[src/rtl/core/drp_pkg.sv]
// Shared types, codes and helpers for the drive ramp profiler.
package drp_pkg;

    localparam int QUEUE_DEPTH = 8;
    localparam int QIDX_W      = (QUEUE_DEPTH > 1) ? $clog2(QUEUE_DEPTH) : 1;
    localparam int FILL_W      = $clog2(QUEUE_DEPTH + 1);
    localparam int ENTRY_W     = 9;

    localparam int NUM_W  = 23;
    localparam int DEN_W  = 16;
    localparam int QUOT_W = 7;
    localparam int CNT_W  = 5;

    localparam logic [11:0] TICKS_MAX      = 12'd4095;
    localparam logic [11:0] CLIFF_MIN_TICK = 12'd5;
    localparam logic [6:0]  DUTY_MAX       = 7'd100;

    localparam logic [1:0] DIR_FWD   = 2'd0;
    localparam logic [1:0] DIR_BACK  = 2'd1;
    localparam logic [1:0] DIR_LEFT  = 2'd2;
    localparam logic [1:0] DIR_RIGHT = 2'd3;

    localparam logic [1:0] ST_OK      = 2'd0;
    localparam logic [1:0] ST_REFUSED = 2'd1;
    localparam logic [1:0] ST_FULL    = 2'd2;
    localparam logic [1:0] ST_ABORT   = 2'd3;

    localparam logic [2:0] REG_SENSOR    = 3'd0;
    localparam logic [2:0] REG_THRESHOLD = 3'd1;
    localparam logic [2:0] REG_TPS       = 3'd2;
    localparam logic [2:0] REG_RAMP      = 3'd3;
    localparam logic [2:0] REG_ESC_DRIVE = 3'd4;
    localparam logic [2:0] REG_ESC_TICKS = 3'd5;

    localparam logic [1:0] LVL_SLOW = 2'd1;
    localparam logic [1:0] LVL_FAST = 2'd3;

    function automatic logic [6:0] duty_of(input logic [1:0] lvl);
        logic [6:0] d;
        if (lvl == LVL_SLOW) begin
            d = 7'd20;
        end else if (lvl == LVL_FAST) begin
            d = 7'd70;
        end else begin
            d = 7'd40;
        end
        return d;
    endfunction

    function automatic logic [7:0] neg8(input logic [6:0] m);
        return 8'(~{1'b0, m} + 8'd1);
    endfunction

endpackage

[src/rtl/core/drp_div.sv]
// Bit-serial restoring divider, one quotient bit per cycle.
module drp_div
    import drp_pkg::*;
(
    input  logic              aclk,
    input  logic              aresetn,
    input  logic              start,
    input  logic [NUM_W-1:0]  num,
    input  logic [DEN_W-1:0]  den,
    output logic              done,
    output logic [QUOT_W-1:0] quot
);

    logic [DEN_W-1:0] rem_reg;
    logic [NUM_W-1:0] num_reg;
    logic [DEN_W-1:0] den_reg;
    logic [CNT_W-1:0] cnt_reg;
    logic             run_reg;
    logic             done_reg;
    logic [DEN_W:0]   trial;
    logic             ge;

    assign trial = {rem_reg, num_reg[NUM_W-1]};
    assign ge    = trial >= {1'b0, den_reg};

    always_ff @(posedge aclk) begin
        if (!aresetn) begin
            run_reg  <= 1'b0;
            done_reg <= 1'b0;
        end else begin
            done_reg <= 1'b0;
            if (start) begin
                run_reg <= 1'b1;
                cnt_reg <= CNT_W'(NUM_W - 1);
                rem_reg <= '0;
                num_reg <= num;
                den_reg <= den;
            end else if (run_reg) begin
                rem_reg <= ge ? DEN_W'(trial - {1'b0, den_reg}) : trial[DEN_W-1:0];
                num_reg <= {num_reg[NUM_W-2:0], ge};
                cnt_reg <= cnt_reg - 1'b1;
                if (cnt_reg == '0) begin
                    run_reg  <= 1'b0;
                    done_reg <= 1'b1;
                end
            end
        end
    end

    assign done = done_reg;
    assign quot = num_reg[QUOT_W-1:0];

endmodule

[src/rtl/core/drive_ramp_profiler_with_cliff_abort.sv]
// Top level of the two-wheel drive ramp profiler with cliff abort.
//
// Channels: s_* carries one item per beat (op 0 queues a move, op 1 is an
// update tick); m_* returns exactly one result beat per input beat.
// cfg_* writes one register per beat and is always ready; write only
// while the block is idle.
// Sequence: a start beat, an idle tick or an escape tick goes straight
// to S_DONE. A move tick passes S_MUL and S_FIN without a ramp division;
// on a ramp it passes S_MUL, S_MUL2, S_DIV (waiting on the 23-step serial
// divider) and S_FIN. A tick that pops a new move first passes S_LOAD.
// Throughput: one item at a time; s_ready is high only when the
// sequencer is idle, so a new beat waits until the last has left S_DONE.
// The result sits in an output register; a new beat is accepted while it
// waits, and its result is held back until m_ready takes the previous one.
// Reset (aresetn low, synchronous) empties the queue, stops any move or
// escape and loads the register defaults; queue contents are not cleared.
module drive_ramp_profiler_with_cliff_abort
    import drp_pkg::*;
(
    input  logic              aclk,
    input  logic              aresetn,
    input  logic              s_valid,
    output logic              s_ready,
    input  logic              s_op,
    input  logic [1:0]        s_direction,
    input  logic [4:0]        s_step_count,
    input  logic [1:0]        s_speed_level,
    input  logic [15:0]       s_range_mm,
    output logic              m_valid,
    input  logic              m_ready,
    output logic signed [7:0] m_left_drive,
    output logic signed [7:0] m_right_drive,
    output logic [1:0]        m_status,
    output logic              m_busy_res,
    input  logic              cfg_valid,
    output logic              cfg_ready,
    input  logic [2:0]        cfg_index,
    input  logic [15:0]       cfg_data
);

    typedef enum logic [6:0] {
        S_IDLE = 7'b0000001,
        S_LOAD = 7'b0000010,
        S_MUL  = 7'b0000100,
        S_MUL2 = 7'b0001000,
        S_DIV  = 7'b0010000,
        S_FIN  = 7'b0100000,
        S_DONE = 7'b1000000
    } seq_t;

    typedef enum logic [2:0] {
        PH_IDLE = 3'b001,
        PH_MOVE = 3'b010,
        PH_ESC  = 3'b100
    } phase_t;

    // configuration
    logic        sensor_reg;
    logic [15:0] thr_reg;
    logic [7:0]  tps_reg;
    logic [7:0]  ramp_cfg_reg;
    logic [6:0]  esc_drive_reg;
    logic [7:0]  esc_ticks_reg;

    // block state
    seq_t              state_reg;
    phase_t            phase_reg;
    logic [ENTRY_W-1:0] mem [QUEUE_DEPTH];
    logic [ENTRY_W-1:0] rd_reg;
    logic [QIDX_W-1:0] head_reg;
    logic [FILL_W-1:0] fill_reg;
    logic [ENTRY_W-1:0] move_reg;
    logic [11:0]       elapsed_reg;
    logic [11:0]       total_reg;
    logic [7:0]        ramp_reg;
    logic [7:0]        esc_left_reg;
    logic              cliff_reg;

    // per-tick work
    logic [15:0] sq_reg;
    logic [15:0] rr_reg;
    logic [6:0]  mag_reg;
    logic        need_div;

    // result
    logic [7:0] res_left_reg;
    logic [7:0] res_right_reg;
    logic [1:0] res_status_reg;
    logic       res_busy_reg;
    logic       m_valid_reg;
    logic [7:0] m_left_reg;
    logic [7:0] m_right_reg;
    logic [1:0] m_status_reg;
    logic       m_busy_reg;

    logic              accept;
    logic              load_out;
    logic              cliff_in;
    logic              q_full;
    logic [QIDX_W-1:0] tail;
    logic [FILL_W:0]   tail_sum;
    logic              q_write;
    logic [ENTRY_W-1:0] q_wdata;
    logic [QIDX_W-1:0] head_inc;

    logic [1:0]  m_dir;
    logic [6:0]  duty;
    logic        turn;
    logic [12:0] prod;
    logic [13:0] t14;
    logic [11:0] tsat;
    logic [7:0]  r_new;
    logic [11:0] d_full;
    logic        e_lt_r;
    logic        d_lt_r;
    logic [7:0]  x_sel;
    logic [NUM_W-1:0] num;
    logic        div_start;
    logic        div_done;
    logic [QUOT_W-1:0] quot;
    logic [6:0]  esc_mag;
    logic [7:0]  esc_next;
    logic        abort;

    assign accept    = s_valid && s_ready;
    assign s_ready   = (state_reg == S_IDLE);
    assign cfg_ready = 1'b1;
    assign load_out  = (state_reg == S_DONE) && (!m_valid_reg || m_ready);

    assign cliff_in = sensor_reg && (s_range_mm >= thr_reg);
    assign q_full   = fill_reg >= FILL_W'(QUEUE_DEPTH);
    assign tail_sum = (FILL_W+1)'(head_reg) + (FILL_W+1)'(fill_reg);
    assign tail     = (tail_sum >= (FILL_W+1)'(QUEUE_DEPTH))
                      ? QIDX_W'(tail_sum - (FILL_W+1)'(QUEUE_DEPTH))
                      : QIDX_W'(tail_sum);
    assign head_inc = (head_reg == QIDX_W'(QUEUE_DEPTH - 1)) ? '0 : QIDX_W'(head_reg + 1'b1);
    assign q_write  = accept && !s_op && !(cliff_in && s_direction != DIR_BACK) && !q_full;
    assign q_wdata  = {s_speed_level, s_step_count, s_direction};

    always_ff @(posedge aclk) begin
        if (q_write) begin
            mem[tail] <= q_wdata;
        end
        rd_reg <= mem[head_reg];
    end

    // move setup from the popped entry
    assign prod  = 13'(rd_reg[6:2] * tps_reg);
    assign t14   = rd_reg[1] ? {prod, 1'b0} : {1'b0, prod};
    assign tsat  = (t14 > 14'(TICKS_MAX)) ? TICKS_MAX : t14[11:0];
    assign r_new = (tsat < {3'b0, ramp_cfg_reg, 1'b0}) ? tsat[8:1] : ramp_cfg_reg;

    // magnitude terms for the active move
    assign m_dir  = move_reg[1:0];
    assign duty   = duty_of(move_reg[8:7]);
    assign turn   = m_dir[1];
    assign d_full = total_reg - elapsed_reg;
    assign e_lt_r = elapsed_reg < {4'b0, ramp_reg};
    assign d_lt_r = d_full < {4'b0, ramp_reg};
    assign x_sel  = (!turn && e_lt_r) ? elapsed_reg[7:0] : d_full[7:0];
    assign need_div = (ramp_reg != '0) && (elapsed_reg < total_reg)
                      && (turn ? d_lt_r : (e_lt_r || d_lt_r));
    assign num = turn ? NUM_W'(NUM_W'(rr_reg) * 23'd60 + NUM_W'(sq_reg) * 23'd40)
                      : NUM_W'(NUM_W'(sq_reg) * NUM_W'(duty));
    assign div_start = (state_reg == S_MUL2);

    assign esc_mag  = (esc_drive_reg > DUTY_MAX) ? DUTY_MAX : esc_drive_reg;
    assign esc_next = (esc_left_reg != '0) ? esc_left_reg - 1'b1 : '0;
    assign abort    = (m_dir == DIR_FWD) && cliff_reg && (elapsed_reg >= CLIFF_MIN_TICK);

    drp_div u_div (
        .aclk    (aclk),
        .aresetn (aresetn),
        .start   (div_start),
        .num     (num),
        .den     (rr_reg),
        .done    (div_done),
        .quot    (quot)
    );

    always_ff @(posedge aclk) begin
        if (!aresetn) begin
            sensor_reg    <= 1'b0;
            thr_reg       <= 16'd200;
            tps_reg       <= 8'd50;
            ramp_cfg_reg  <= 8'd60;
            esc_drive_reg <= 7'd35;
            esc_ticks_reg <= 8'd50;
        end else if (cfg_valid && cfg_ready) begin
            unique case (cfg_index)
                REG_SENSOR:    sensor_reg    <= cfg_data[0];
                REG_THRESHOLD: thr_reg       <= cfg_data;
                REG_TPS:       tps_reg       <= cfg_data[7:0];
                REG_RAMP:      ramp_cfg_reg  <= cfg_data[7:0];
                REG_ESC_DRIVE: esc_drive_reg <= cfg_data[6:0];
                REG_ESC_TICKS: esc_ticks_reg <= cfg_data[7:0];
                default: ;
            endcase
        end
    end

    always_ff @(posedge aclk) begin
        if (!aresetn) begin
            state_reg    <= S_IDLE;
            phase_reg    <= PH_IDLE;
            head_reg     <= '0;
            fill_reg     <= '0;
            move_reg     <= '0;
            elapsed_reg  <= '0;
            total_reg    <= '0;
            ramp_reg     <= '0;
            esc_left_reg <= '0;
            m_valid_reg  <= 1'b0;
        end else begin
            if (m_valid_reg && m_ready && !load_out) begin
                m_valid_reg <= 1'b0;
            end
            unique case (state_reg)
                S_IDLE: begin
                    if (accept) begin
                        cliff_reg <= cliff_in;
                        if (!s_op) begin
                            res_left_reg  <= '0;
                            res_right_reg <= '0;
                            res_busy_reg  <= (phase_reg != PH_IDLE);
                            state_reg     <= S_DONE;
                            if (cliff_in && s_direction != DIR_BACK) begin
                                res_status_reg <= ST_REFUSED;
                            end else if (q_full) begin
                                res_status_reg <= ST_FULL;
                            end else begin
                                res_status_reg <= ST_OK;
                                fill_reg       <= fill_reg + 1'b1;
                            end
                        end else if (phase_reg == PH_IDLE) begin
                            res_left_reg   <= '0;
                            res_right_reg  <= '0;
                            res_status_reg <= ST_OK;
                            res_busy_reg   <= 1'b0;
                            if (fill_reg != '0) begin
                                head_reg  <= head_inc;
                                fill_reg  <= fill_reg - 1'b1;
                                state_reg <= S_LOAD;
                            end else begin
                                state_reg <= S_DONE;
                            end
                        end else if (phase_reg == PH_MOVE) begin
                            res_status_reg <= ST_OK;
                            state_reg      <= S_MUL;
                        end else begin
                            res_left_reg   <= neg8(esc_mag);
                            res_right_reg  <= neg8(esc_mag);
                            res_status_reg <= ST_OK;
                            res_busy_reg   <= 1'b1;
                            esc_left_reg   <= esc_next;
                            state_reg      <= S_DONE;
                            if (esc_next == '0) begin
                                phase_reg <= PH_IDLE;
                            end
                        end
                    end
                end
                S_LOAD: begin
                    move_reg    <= rd_reg;
                    total_reg   <= tsat;
                    ramp_reg    <= r_new;
                    elapsed_reg <= '0;
                    if (tsat != '0) begin
                        phase_reg <= PH_MOVE;
                        state_reg <= S_MUL;
                    end else begin
                        state_reg <= S_DONE;
                    end
                end
                S_MUL: begin
                    sq_reg  <= 16'(x_sel * x_sel);
                    rr_reg  <= 16'(ramp_reg * ramp_reg);
                    mag_reg <= turn ? DUTY_MAX : duty;
                    state_reg <= need_div ? S_MUL2 : S_FIN;
                end
                S_MUL2: begin
                    state_reg <= S_DIV;
                end
                S_DIV: begin
                    if (div_done) begin
                        mag_reg   <= quot;
                        state_reg <= S_FIN;
                    end
                end
                S_FIN: begin
                    res_busy_reg <= 1'b1;
                    if (abort) begin
                        res_left_reg   <= neg8(esc_mag);
                        res_right_reg  <= neg8(esc_mag);
                        res_status_reg <= ST_ABORT;
                        if (esc_ticks_reg > 8'd1) begin
                            esc_left_reg <= esc_ticks_reg - 1'b1;
                            phase_reg    <= PH_ESC;
                        end else begin
                            esc_left_reg <= '0;
                            phase_reg    <= PH_IDLE;
                        end
                    end else begin
                        res_left_reg  <= (m_dir == DIR_BACK || m_dir == DIR_LEFT)
                                         ? neg8(mag_reg) : {1'b0, mag_reg};
                        res_right_reg <= (m_dir == DIR_BACK || m_dir == DIR_RIGHT)
                                         ? neg8(mag_reg) : {1'b0, mag_reg};
                        elapsed_reg   <= elapsed_reg + 1'b1;
                        if (elapsed_reg + 1'b1 >= total_reg) begin
                            phase_reg <= PH_IDLE;
                        end
                    end
                    state_reg <= S_DONE;
                end
                S_DONE: begin
                    if (load_out) begin
                        m_valid_reg  <= 1'b1;
                        m_left_reg   <= res_left_reg;
                        m_right_reg  <= res_right_reg;
                        m_status_reg <= res_status_reg;
                        m_busy_reg   <= res_busy_reg;
                        state_reg    <= S_IDLE;
                    end
                end
                default: state_reg <= S_IDLE;
            endcase
        end
    end

    assign m_valid       = m_valid_reg;
    assign m_left_drive  = $signed(m_left_reg);
    assign m_right_drive = $signed(m_right_reg);
    assign m_status      = m_status_reg;
    assign m_busy_res    = m_busy_reg;

endmodule

[config.mk]
export PLATFORM = sky130hd
export DESIGN_NAME = drive_ramp_profiler_with_cliff_abort
export DESIGN_NICKNAME = d
export VERILOG_FILES = /design/src/rtl/core/drp_pkg.sv /design/src/rtl/core/drp_div.sv /design/src/rtl/core/drive_ramp_profiler_with_cliff_abort.sv
export SDC_FILE = /design/constraint.sdc
export NUM_CORES = 1
export LEC_CHECK = 0
export BUFFER_PORTS_ARGS = -buffer_cell sky130_fd_sc_hd__buf_2
export CORE_AREA = 8 8 291 293
export DETAILED_ROUTE_END_ITERATION = 8
export DIE_AREA = 0 0 299 301
export HOLD_SLACK_MARGIN = 0.06
export MAX_ROUTING_LAYER = met4
export PLACE_DENSITY = 0.54
export REMOVE_ABC_BUFFERS = 1
export SLEW_MARGIN = 20
export SYNTH_ARGS = -nofsm -noshare
export SYNTH_HDL_FRONTEND = slang
export SYNTH_SLANG_ARGS = --single-unit
[constraint.sdc]
create_clock -name aclk -period 6.41 [get_ports aclk]
set_input_delay 1.6025 -clock aclk [delete_from_list [all_inputs] [get_ports aclk]]
set_output_delay 1.6025 -clock aclk [all_outputs]
set_load 0.02 [all_outputs]
==> results.md, run 1 <==
* Fmax achieved at between 0.15 and 0.2 GHz
* Routed Wire Length at around 64 mm
* Total number of yosys warnings at 0
* Cell variety after synth at 86
* Worst hold path type: register to register
* Initial antenna violation count at 0
* GP Congestion at about 0.86
* Fraction of layout instances using a drive strength above 1 at 0.108
* Post-Syn Area at between 20000 and 30000 µm²
* Overall power at approximately 6.8 mW
* Largest net degree at the start of global routing at 54
* CP Max Fanout at 8
* Status: completed
* Synth Instances at between 2000 and 3000
* Pre-antenna DRT Iters at 5
* Post-Route Utilization at 0.369
* Post-Route M1 WL at slightly below 30 mm
* Slew Viols, Final at 0
* CTS max path bufs at 3
* Antenna Nets Post-Route at 0
* Root Driver: clkbuf_16
* Crit share post-route at 0.957
* Clock Latency Late Sink at 0.57 ns
* Nets at about 3300
* Number of diodes at 0
* Post-synth EDFFs at roughly 210
* Total GRT Usage at 0.144
* Initial DRC Count at roughly 1100
* Hold Fails Final Rpt at 0
* Die area at around 90000 µm²
* Core area at between 70000 and 80000 µm²
* Area Growth Syn to Fin at 12.5%
* Initial Util at 0.328
* Largest register FFs at approximately 70
* CTS Buf Count at 39
* Final setup fails at 0
* Post-Route Skew at roughly 0.026 ns
* Grt ovf at 0
* Fraction of registers with async set/reset at 0
* Vias per cell at around 5.0
* Remaining DRCs at 0
* PwrDens at 230 nW/µm²
* Chip Width at 299 µm
* Syn Area/Cell at just under 10 µm²
* CP required at roughly 7 ns
* Max Used Layer: met4
* Most used DFF post-synth: edfxtp_1
* Vias in the first global route at approximately 20000
* Max rail drop VDD at slightly above 0.2 mV
* Fraction of the yosys area taken by sequential cells at 0.327
* Met3 wire length at approximately 2.1 mm
* Met2 routed WL at between 30 and 40 mm
* Post-synthesis register bit count at about 330
* Hold buffers post-CTS at 0
* Critical path arrival at roughly 6.6 ns
* Fillcell total at between 8000 and 9000
* Port Buffers at 70
* First-pass GRT wire length at ~100 mm
* Leakage power at ~13 nW
* Row cnt at between 100 and 150
* Slew of the pin with the lowest slew margin at roughly 1.1 ns
* Multi-input gate area at between 15000 and 20000 µm²
* CP Class: register to register
* IO Pins at 72
* Die Ht at between 300 and 400 µm
* Minimum clock period after layout at 6.14 ns
* H-tree Lvls at 2
* Reg area at 8580 µm²
* CTS tree: yes
* Worst setup EP type: register
* Rel. slew slack at 0.287
* Max-cap viol count at 0
* DP Wirelength at 49.5 mm
* Clk sinks at around 330
* CP startpoint kind: register
* Clock transition at the registers of the reported paths at about 0.060 ns
* Via count at 19300
* DR WL/cell at between 15 and 20 µm
## cells in the final DEF (no fill, tap or decap), types with 13 or more instances in the layout
cell type,n
a211oi_1,22
a21o_1,51
a21oi_1,159
a31oi_1,14
and2_1,53
and3_1,35
buf_2,70
buf_4,65
clkbuf_16,40
dfxtp_1,116
edfxtp_1,205
fa_1,138
ha_1,303
inv_1,237
mux2_2,15
mux2i_1,31
mux4_2,18
nand2_1,249
nand2b_1,26
nand3_1,61
nor2_1,200
nor2b_1,37
nor3_1,57
nor4_1,13
o2111ai_1,20
o211ai_1,18
o21a_1,29
o21ai_0,107
or2_2,17
or3_1,20
xnor2_1,105
xor2_1,42
## path summary, 6_finish.rpt
kind | startpoint | to | slack [ns] | depth (start not counted)
setup / recovery | rd_reg[6]$_DFF_P_ | ramp_reg[3]$_SDFFE_PN0P_ | 0.27 | 23
hold / removal | res_right_reg[1]$_DFFE_PP_ | m_right_drive[1]$_DFFE_PP_ | 0.42 | 0
setup reg to reg | rd_reg[6]$_DFF_P_ | ramp_reg[3]$_SDFFE_PN0P_ | 0.27 | 23
hold reg to reg | res_right_reg[1]$_DFFE_PP_ | m_right_drive[1]$_DFFE_PP_ | 0.42 | 0
## power by group
| part | leakage, nW | total, mW | internal, mW | switching (mW) |
|---|---|---|---|---|
| sequential | 2.85 | 2.45 | 2.35 | 0.101 |
| clock | 0.648 | 2.34 | 1.38 | 0.956 |
| combinational | 9.16 | 1.99 | 0.818 | 1.17 |
## what timing repair did
item / 4_1_cts / 5_1_grt
setup buffers: 0 / 11
setup endpoints to repair: 0 / 13
gates resized for setup: 0 / 29
## per-layer routing
layer,up-vias,global-route usage
li1,9684,-
met1,9250,0.180
met2,272,0.242
met3,95,0.0183
met4,0,0.0472
met5,-,-
## cells in the mapped netlist, types with 42 or more instances
master / instances / share of area
a21o_1: 52 / 0.015
a21oi_1: 163 / 0.031
and2_1: 55 / 0.013
clkbuf_1: 66 / 0.0094
dfxtp_1: 121 / 0.092
edfxtp_1: 205 / 0.23
fa_1: 138 / 0.11
ha_1: 304 / 0.15
inv_1: 238 / 0.034
nand2_1: 249 / 0.036
nand3_1: 61 / 0.012
nor2_1: 205 / 0.029
nor3_1: 58 / 0.011
o21ai_0: 110 / 0.021
xnor2_1: 106 / 0.035
xor2_1: 42 / 0.014
## stage by stage
stage / cells / area [µm²] / setup slack [ns] / hold slack (ns) / TNS (ns)
after floorplan: 2595 / 25900 / 0.0353 / 0.400 / 0
after global placement: 3779 / 28000 / 0.263 / 0.406 / 0
after global routing: 3861 / 29500 / -0.0128 / 0.422 / -0.0382
after detailed placement: 3779 / 28000 / 0.0981 / 0.405 / 0
after CTS: 3850 / 29300 / 0.0665 / 0.419 / 0
final: 3861 / 29500 / 0.273 / 0.418 / 0
## area by class of cell
type	count	share of cell area
Clock inverter	26	0.0108
Multi-Input combinational cell	2025	0.558
Sequential cell	326	0.291
Tap cell	1060	0.0450
Inverter	244	0.0311
Clock buffer	45	0.0353
Timing Repair Buffer	135	0.0284
## worst max-delay path, stage by stage (launching register included)
cell,delay (ns)
dfxtp_2,0.38
nand2_1,0.09
fa_1,0.51
fa_1,0.52
fa_1,0.54
inv_1,0.04
ha_1,0.32
a21o_1,0.24
a2111oi_4,0.38
o21bai_2,0.15
a311o_1,0.40
nor3_2,0.12
buf_4,0.18
nand2b_1,0.07
ha_1,0.28
a21o_1,0.16
a21o_1,0.17
a21o_1,0.16
a21oi_1,0.13
o21ai_1,0.13
a2111o_1,0.47
buf_4,0.19
o2111ai_1,0.22
o311ai_1,0.13
## cell families after synthesis
family                     synth area share
adders and majority gates             0.250
muxes                                0.0337
and+or+nand+nor                       0.151
AOI/OAI and AO/OA                     0.139
DFF                                   0.327
xor gates and xnor gates             0.0494
buffers and inverters                0.0490
other                              0.000286
No activity file was read; power rests on OpenSTA's default activity.
==> inputs of run 2 (changes only) <==
--- a/config.mk
+++ b/config.mk
@@ -6,9 +6,9 @@
 export NUM_CORES = 1
 export LEC_CHECK = 0
 export BUFFER_PORTS_ARGS = -buffer_cell sky130_fd_sc_hd__buf_2
-export CORE_AREA = 8 8 291 293
+export CORE_AREA = 5 5 288 290
 export DETAILED_ROUTE_END_ITERATION = 8
-export DIE_AREA = 0 0 299 301
+export DIE_AREA = 0 0 293 295
 export HOLD_SLACK_MARGIN = 0.06
 export MAX_ROUTING_LAYER = met4
 export PLACE_DENSITY = 0.54
==> run 2 against run 1 <==
Compared with the run above:
- worst hold slack better by 0.0019 ns
- highest routed layer unchanged
- clock power about the same
- critical path depth down 1
- critical endpoint is now ramp_reg[1]$_SDFFE_PN0P_
- count of clock-buffer cells in the layout down 3
- wire length up 2.3%
- via count up 0.59%
- largest cell class unchanged
- global-route usage up 1.2 points
==> results.md, run 2 (same netlist as run 1, synthesis figures left out) <==
* Fraction of layout instances using a drive strength above 1 at 0.112 (+0.00424)
* GP Congestion at 0.849 (-1.3%)
* Initial antenna violation count at 0 (unchanged)
* Fillcell total at 8092 (-0.89%)
* Slew of the pin with the lowest slew margin at 1.04 ns (-0.0303 ns)
* Port Buffers at 70 (unchanged)
* Total GRT Usage at 0.156 (+0.0117)
* Die Ht at 295 µm (-2.0%)
* Post-Place Cells at 3787 (+0.21%)
* Fmax achieved at 0.164 GHz (+0.41%)
* IO Pins at 72 (unchanged)
* Slew Viols, Final at 0 (unchanged)
* Nets at 3271 (+0.25%)
* Root Driver: clkbuf_16
* Hold buffers post-CTS at 0 (unchanged)
* Worst hold path type: register to register
* Leakage power at 12.7 nW (+0.28%)
* Clk sinks at 326 (unchanged)
* Remaining DRCs at 0 (unchanged)
* Minimum clock period after layout at 6.11 ns (-0.0250 ns)
* Vias per cell at 5.02 (+0.33%)
* Clock Latency Late Sink at 0.58 ns (about the same)
* PwrDens at 230 nW/µm² (+0.12%)
* CP Class: register to register
* Clock transition at the registers of the reported paths at 0.06 ns (about the same)
* Core area at 80000 µm² (+0.16%)
* CP Max Fanout at 8 (unchanged)
* Worst setup EP type: register
* Initial Util at 0.328 (-0.000534)
* CP startpoint kind: register
* Most common cell after layout, fill and taps aside: ha_1
* Vias in the first global route at 19500 (-0.15%)
* Cell Area, Placed at 28000 µm² (+0.23%)
* Routed Wire Length at 65.6 mm (+2.3%)
* Fin cells at 3871 (+0.26%)
* Via count at 19400 (+0.59%)
* CP required at 6.81 ns (-0.03 ns)
* Hold Fails Final Rpt at 0 (unchanged)
* DR WL/cell at 16.9 µm (+2.1%)
* Die area at 86400 µm² (-4.0%)
* Rel. slew slack at 0.307 (+0.0202)
* Grt ovf at 0 (unchanged)
* Number of diodes at 0 (unchanged)
* Antenna Nets Post-Route at 0 (unchanged)
* Post-Route Skew at 0.0313 ns (+0.00510 ns)
* DP Wirelength at 50.3 mm (+1.6%)
* Post-route cell area at 29600 µm² (+0.20%)
* Max rail drop VDD at 0.207 mV (+2.0%)
* CTS Buf Count at 40 (+2.6%)
* H-tree Lvls at 2 (unchanged)
* Max-cap viol count at 0 (unchanged)
* Final setup fails at 0 (unchanged)
* First-pass GRT wire length at 107 mm (+2.6%)
* Fin Hold WS at 0.420 ns (+0.00186 ns)
* Crit share post-route at 0.954 (-0.00390)
* Largest net degree at the start of global routing at 46 (-15%)
* Chip Width at 293 µm (-2.0%)
* CTS tree: yes
* Initial DRC Count at 1168 (+3.9%)
* Critical path arrival at 6.52 ns (-0.04 ns)
* CTS max path bufs at 3 (unchanged)
* Area Growth Syn to Fin at 12.7%
* Status: completed
* Pre-antenna DRT Iters at 7 (+2)
* Most frequent cells in the layout: 303 x ha_1, 249 x nand2_1, 238 x inv_1
* Largest register FFs at 72 (unchanged)
* Row cnt at 104 (unchanged)
## run 2: changes by cell type in the layout (fill, tap and decap cells not counted), sizes merged
cell	change
clkinvlp	+2
clkdlybuf4s15	+1
inv	-1
clkinv	+5
clkbuf	-3
buf	+6
## run 2: metal layers
layer | up-vias | wire, µm | GRT usage | part of all wire
li1 | 9715 | - | - | -
met5 | - | 0 | - | 0
met3 | 89 | 2560 | 0.0198 | 0.039
met1 | 9287 | 31000 | 0.208 | 0.47
met4 | 0 | 1650 | 0.0404 | 0.025
met2 | 323 | 30400 | 0.253 | 0.46
## run 2: through the flow
stage	total power, mW	TNS [ns]	setup slack (ns)	util
floorplan	3.87	0	0.0353	-
global placement	4.45	0	0.254	0.350
detailed placement	4.43	0	0.125	0.350
CTS	6.82	0	0.0794	0.367
global route	7.22	-0.000266	-0.000266	0.369
finish	6.80	0	0.298	0.369
## run 2: path summary, 6_finish.rpt
check	start	cells after the start	slack, ns	to
max	rd_reg[6]$_DFF_P_	22	0.30	ramp_reg[1]$_SDFFE_PN0P_
min	res_right_reg[6]$_DFFE_PP_	0	0.42	m_right_drive[6]$_DFFE_PP_
max reg2reg	rd_reg[6]$_DFF_P_	22	0.30	ramp_reg[1]$_SDFFE_PN0P_
min reg2reg	res_right_reg[6]$_DFFE_PP_	0	0.42	m_right_drive[6]$_DFFE_PP_
## run 2: timing repair
item                       CTS  global route
resized for setup            0            31
buffers inserted             0             9
setup endpoints to repair    0            13
## run 2: power breakdown
group / internal [mW] / switching (mW)
Clock: 1.37 / 0.977
Combinational: 0.812 / 1.18
Sequential: 2.35 / 0.115
## run 2: cell type report
type / instances / area (µm²) / share of cell area
Tap cell: 1060 / 1330 / 0.0449
Inverter: 244 / 917 / 0.0310
Clock buffer: 42 / 1010 / 0.0341
Timing Repair Buffer: 142 / 895 / 0.0303
Multi-Input combinational cell: 2025 / 16500 / 0.557
Clock inverter: 32 / 362 / 0.0122
Sequential cell: 326 / 8590 / 0.291
## run 2: worst max-delay path, stage by stage (launching register included)
cell       delay (ns)
dfxtp_2          0.39
nand2_1          0.10
fa_1             0.51
fa_1             0.51
fa_1             0.54
inv_1            0.04
ha_1             0.32
a21o_1           0.24
a2111oi_4        0.37
o21bai_2         0.15
a311o_1          0.39
nor3_2           0.21
buf_4            0.18
nand2b_1         0.06
ha_1             0.29
a21o_1           0.16
a21o_1           0.17
a21o_1           0.18
a21oi_2          0.14
o21ai_2          0.09
a2111o_1         0.50
o2111ai_1        0.22
o311ai_0         0.17
